[config.mk]
export PLATFORM = sky130hd
export DESIGN_NAME = ris_ctrl
export DESIGN_NICKNAME = d
export VERILOG_FILES = /design/src/rtl/ris_pkg.sv /design/src/rtl/ris_ctrl.sv
export SDC_FILE = /design/constraint.sdc
export NUM_CORES = 1
export LEC_CHECK = 0
export ABC_AREA = 0
export BUFFER_PORTS_ARGS = -buffer_cell sky130_fd_sc_hd__buf_2
export CELL_PAD_IN_SITES_DETAIL_PLACEMENT = 1
export CELL_PAD_IN_SITES_GLOBAL_PLACEMENT = 1
export CORE_MARGIN = 1.5
export CORE_UTILIZATION = 30
export DETAILED_ROUTE_END_ITERATION = 8
export GPL_ROUTABILITY_DRIVEN = 0
export PLACE_DENSITY = 0.88
export SLEW_MARGIN = 25
export SYNTH_ARGS = -nofsm -noshare
export SYNTH_HDL_FRONTEND = slang
export SYNTH_SLANG_ARGS = --single-unit
[constraint.sdc]
create_clock -name clk -period 2.56 [get_ports clk]
set_input_delay 0.512 -clock clk [delete_from_list [all_inputs] [get_ports clk]]
set_output_delay 0.512 -clock clk [all_outputs]
set_load 0.05 [all_outputs]
[src/rtl/ris_pkg.sv]
// ----------------------------------------------------------------------------
// ris_pkg
// Shared codes, field widths and controller/datapath interface types for the
// read interval set block.
// ----------------------------------------------------------------------------
package ris_pkg;

  localparam logic [1:0] CMD_QUERY = 2'd0;
  localparam logic [1:0] CMD_MARK  = 2'd1;
  localparam logic [1:0] CMD_CLEAR = 2'd2;

  localparam int CMD_W       = 2;
  localparam int FID_W       = 4;
  localparam int ORD_IN_W    = 16;
  localparam int CNT_OUT_W   = 5;
  localparam int S_TDATA_W   = 24;
  localparam int S_TUSER_W   = 3;
  localparam int M_TDATA_W   = 8;

  typedef enum logic [1:0] {
    OP_NONE,
    OP_QUERY,
    OP_MARK,
    OP_CLEAR
  } op_t;

  typedef enum logic [2:0] {
    UPD_NONE,
    UPD_LOW,
    UPD_HIGH,
    UPD_MERGE,
    UPD_INSERT,
    UPD_FULL
  } upd_t;

  typedef struct packed {
    logic take;
    logic clear_all;
    logic cnt_load;
    logic scan;
    logic decide;
    logic shift;
    logic fix;
    logic load_res;
    logic res_zero;
  } ctl_cmd_t;

  typedef struct packed {
    op_t  op;
    upd_t upd;
    logic scan_done;
    logic shift_done;
  } dp_stat_t;

endpackage

[src/rtl/ris_ctrl.sv]
// ----------------------------------------------------------------------------
// ris_ctrl
// Controller: sequences accept, count lookup, run scan, table update and
// result hand-off; owns the input ready and output valid.
// ----------------------------------------------------------------------------
module ris_ctrl (
  input  logic               clk,
  input  logic               rst,
  input  logic               s_tvalid,
  output logic               s_tready,
  output logic               m_tvalid,
  input  logic               m_tready,
  input  ris_pkg::dp_stat_t  stat,
  output ris_pkg::ctl_cmd_t  cmd
);
  import ris_pkg::*;

  typedef enum logic [2:0] {
    S_IDLE,
    S_DISPATCH,
    S_CNT_LD,
    S_SCAN,
    S_DECIDE,
    S_SHIFT,
    S_FIX,
    S_DONE
  } state_t;

  state_t state;
  logic   zero_res;
  logic   slot_free;

  assign slot_free = !m_tvalid || m_tready;
  assign s_tready  = (state == S_IDLE);

  always_comb begin
    cmd = '0;
    case (state)
      S_IDLE:     cmd.take      = s_tvalid;
      S_DISPATCH: cmd.clear_all = (stat.op == OP_CLEAR);
      S_CNT_LD:   cmd.cnt_load  = 1'b1;
      S_SCAN:     cmd.scan      = 1'b1;
      S_DECIDE:   cmd.decide    = 1'b1;
      S_SHIFT:    cmd.shift     = 1'b1;
      S_FIX:      cmd.fix       = 1'b1;
      S_DONE: begin
        cmd.load_res = slot_free;
        cmd.res_zero = zero_res;
      end
      default: begin
      end
    endcase
  end

  always_ff @(posedge clk) begin
    if (rst) begin
      state    <= S_IDLE;
      zero_res <= 1'b0;
      m_tvalid <= 1'b0;
    end else begin
      if (cmd.load_res) begin
        m_tvalid <= 1'b1;
      end else if (m_tready) begin
        m_tvalid <= 1'b0;
      end
      case (state)
        S_IDLE: begin
          if (s_tvalid) begin
            state <= S_DISPATCH;
          end
        end
        S_DISPATCH: begin
          case (stat.op)
            OP_QUERY, OP_MARK: begin
              zero_res <= 1'b0;
              state    <= S_CNT_LD;
            end
            default: begin
              zero_res <= 1'b1;
              state    <= S_DONE;
            end
          endcase
        end
        S_CNT_LD: state <= S_SCAN;
        S_SCAN: begin
          if (stat.scan_done) begin
            state <= S_DECIDE;
          end
        end
        S_DECIDE: begin
          if (stat.op == OP_QUERY) begin
            state <= S_DONE;
          end else begin
            case (stat.upd)
              UPD_MERGE, UPD_INSERT: state <= S_SHIFT;
              UPD_LOW, UPD_HIGH:     state <= S_FIX;
              default:               state <= S_DONE;
            endcase
          end
        end
        S_SHIFT: begin
          if (stat.shift_done) begin
            state <= S_FIX;
          end
        end
        S_FIX: state <= S_DONE;
        S_DONE: begin
          if (slot_free) begin
            state <= S_IDLE;
          end
        end
        default: state <= S_IDLE;
      endcase
    end
  end

  a_one_at_a_time: assert property (@(posedge clk) disable iff (rst)
    (s_tvalid && s_tready) |=> !s_tready)
    else $error("second word taken while one is in flight");

  a_result_shown: assert property (@(posedge clk) disable iff (rst)
    cmd.load_res |=> m_tvalid)
    else $error("loaded result not presented");

endmodule
After elaboration in Yosys (flattened, before gate mapping)
Index checks and enable logic that the tools add are counted.
- equal/unequal tests: 18
- multiplexer cells: 19
- reductions and logical operators: 8
- operator list (kind ; count):
    3-bit one-hot mux with 8 select lines ; 1
    3-bit == test, second input constant ; 5
    3-bit 2-to-1 mux ; 5
    3-bit by 2-bit == test with 1-bit output, second input constant ; 4
    1-bit 2-to-1 mux ; 10
    2-bit != test, second input constant ; 4
    3-bit by 1-bit == test with 1-bit output, second input constant ; 2
    2-bit OR reduction ; 3
    2-bit == test, second input constant ; 2
    2-bit 2-to-1 mux ; 2
    2-bit one-hot mux with 2 select lines ; 1
    4-bit AND reduction ; 1
    3-bit zero test ; 1
    2-bit by 1-bit == test with 1-bit output, second input constant ; 1
    2-bit nonzero test ; 1
    1-bit zero test ; 1
    1-bit logical OR ; 1
- output and inout bits: 11
- logic and storage cells: 48
- register bits after elaboration: 5
- input bits: 11

Depth between registers and ports, before layout
- word-level depth: 5
- mapped depth: 6
- mapped depth without buffers: 6

Worst setup path before layout
No wires, ideal clock.
- path kind: flip-flop to output port
- start point: register state[2]
- end point: output cmd[8] in the netlist's numbering
- data required time: 2.048 ns
- setup slack: -0.170 ns
- arrival: 2.218 ns
- path buffers: 1
- cell stages (with the launch flop): 4
- cell sequence: dfxtp_1 -> buf_2 -> nor3_1 -> and2_1
- RTL lines (element ; RTL line ; RTL):
    start: declaration ; ris_ctrl.sv:29 ; state_t state;
    start signal: assignment ; ris_ctrl.sv:57 ; state <= S_IDLE;
    start signal: assignment ; ris_ctrl.sv:69 ; state <= S_DISPATCH;
    start signal: assignment ; ris_ctrl.sv:76 ; state <= S_CNT_LD;
    end: declaration ; ris_ctrl.sv:14 ; output ris_pkg::ctl_cmd_t cmd

==> impl_metrics.toml <==
[outcome]
status = "finished, final reports clean"

[power]
switching_power_mw = 0.2230
clkPwrFrac = 0.203
leakage_nw = 0.2615
power_frac_comb = 0.486
ir_drop_mv = 0.3540
p_per_area_nw_per_um2 = 821.5
pwr-share-seq = 0.311
sw_frac_of_total = 0.4931
p_int_mw = 0.2293

[logic_synthesis]
synth_edf_count = 0
synth_area_leader_cell = "dfxtp_1"
yosysMostFrequentCell = "a21oi_1"
synth_seq_cells = 5
syn_avg_cell_area_um2 = 7.577
yosys-top-cells-count = "a21oi_1 (6), dfxtp_1 (5), nor3_1 (5)"
synth_nets = 67
yosys_warnings = 0
synth_top_area_frac = 0.2446
synthCells = 54
synth_cell_types = 25
ys_seq_area_frac = 0.2446
syn_area_um2 = 409.1
synth_top_flop_cell = "dfxtp_1"
synthTopCellsByArea = "dfxtp_1 (24%), a21oi_1 (7.3%), ha_1 (6.1%)"
async_flop_share = 0

[global_routing]
gr-total-overflow = 0
track_usage = 0.1516
antenna_found_initial = 0
grt_pass1_wl_mm = 1.649
grt_max_degree = 17
grt_pass1_vias = 404

[routing]
detail_route.iter0.violations = 5
vias = 447
drcViolationCount = 0
drt-total-wl_mm = 1.003
postRouteAntennaNets = 0
vias_per_cell = 4.912
routedWlPerCell_um = 11.02
drt-pass1-iter-count = 4

[floorplan]
io_pins = 22
die-width_um = 39.93
dieHeight_um = 39.93
rows = 13
initial_core_util = 0.3184
die_area_um2 = 1594
coreArea_um2 = 1285

[sta]
finClkSkew_ns = 0.001209
worstMarginPinSlew_ns = 0.4997
rsz0062_at_grt = "no"
hold_viol = 0
hold_slack_ns = 0.4987
slew_viol_final = 0
tns_ns = 0
final.period_utilization = 0.8152
fmaxAchievable_mhz = 479.2
min_period_ns = 2.087
relSlewSlack = 0.6664
finalSetupViolCount = 0

[flow_run]
max-cap-violations = 0

[final_layout]
syn_to_final_growth_pct = 34.56
antenna_cells = 0
drive_above_1_share = 0.3684
fin_nets = 90

[critical_path]
cp_max_fo = 14
endpoint_kind = "output pin"
cp_data_arrival_time_ns = 1.57
critPathRequiredTime_ns = 2.05
critPathKind = "reg2out"
start_kind = "flop"

[clock_network]
cts-resized-gates = 0
holdBufCountCts = 0
cts_setup_buffers = 0
cts_made_buffers = 3
clock_latency_ns = 0.24
cts_buffer_depth = 2
cts_tree = "built"
root_buffer = "clkbuf_4"
cts_sinks = 5
clk_pin_slew_ns = 0.04
htree_levels = 1

[placed_design]
port_buffers = 21
hpwl_um = 772.5

[min_path]
hold_path.class = "reg2reg"
[per-stage QoR]
step | std cells | setup slack, ns | cell area, µm² | power (mW) | util
2_1_floorplan | 54 | 0.1794 | 414.1 | 0.3139 | -
3_3_place_gp | 87 | 0.7743 | 524.3 | 0.3560 | 0.4080
3_5_place_dp | 87 | 0.7366 | 524.3 | 0.3633 | 0.4080
4_1_cts | 91 | 0.4740 | 550.5 | 0.4580 | 0.4284
5_1_grt | 91 | 0.3701 | 550.5 | 0.4823 | 0.4284
6_report | 91 | 0.4731 | 550.5 | 0.4523 | 0.4284
[metal layers]
layer / wire length (µm) / global-route usage
met1: 491 / 0.2061
met2: 436 / 0.2339
met4: 21 / 0.07759
met3: 53 / 0.01667
met5: 0 / 0
[registers in the layout (all words and copies together), names as in the netlist]
name      flops
state         3
zero_res      1
m_tvalid      1
[layout make-up]
type	instances	area, µm²
clock buffer	4	26.28
fill	170	734.5
tap	15	18.77
timing repair buffer	21	105.1
multi-input combinational	44	292.8
inverter	2	7.507
sequential	5	100.1
[cells by family (layout without fill, tap and decap cells)]
kind of cell,Yosys count,in the layout,share of synthesized area
and+or+nand+nor,31,31,0.4556
buffers and inverters,5,27,0.05199
adders and majority gates,2,2,0.06115
DFF,5,5,0.2447
AOI/OAI and AO/OA,9,9,0.1407
muxes,1,1,0.02447
xor gates and xnor gates,1,1,0.02141
[final timing paths]
check	cells after the start	slack [ns]	start	to
max	2	0.47	state[2]$_SDFFE_PP0P_	cmd[4]
min reg2reg	2	0.50	zero_res$_SDFFE_PP0P_	zero_res$_SDFFE_PP0P_
max reg2reg	4	1.09	state[2]$_SDFFE_PP0P_	state[0]$_SDFFE_PP0P_
min	2	0.50	zero_res$_SDFFE_PP0P_	zero_res$_SDFFE_PP0P_
[worst max-delay path: stages (launching register included)]
cell and delay [ns]:
dfxtp_1 0.61, nor3b_1 0.39, buf_2 0.34
[cells in the final DEF (no fill, tap or decap), drive strengths merged, types with 2 or more instances in the layout]
master / count
buf: 21
a21oi: 6
dfxtp: 5
nor3: 5
nand2: 4
nor3b: 4
clkbuf: 4
nor2b: 3
nor2: 3
and2: 3
nand2b: 2
inv: 2
or3: 2
ha: 2
and3b: 2
[power groups by stage]
stage / Sequential [mW] / Combinational, mW / Clock, mW
floorplan: 0.110 / 0.204 / 0
global placement: 0.138 / 0.218 / 0
detailed placement: 0.141 / 0.223 / 0
CTS: 0.139 / 0.223 / 0.0956
global route: 0.145 / 0.241 / 0.0966
finish: 0.141 / 0.220 / 0.0916
Power figures use the tool's default switching activity.
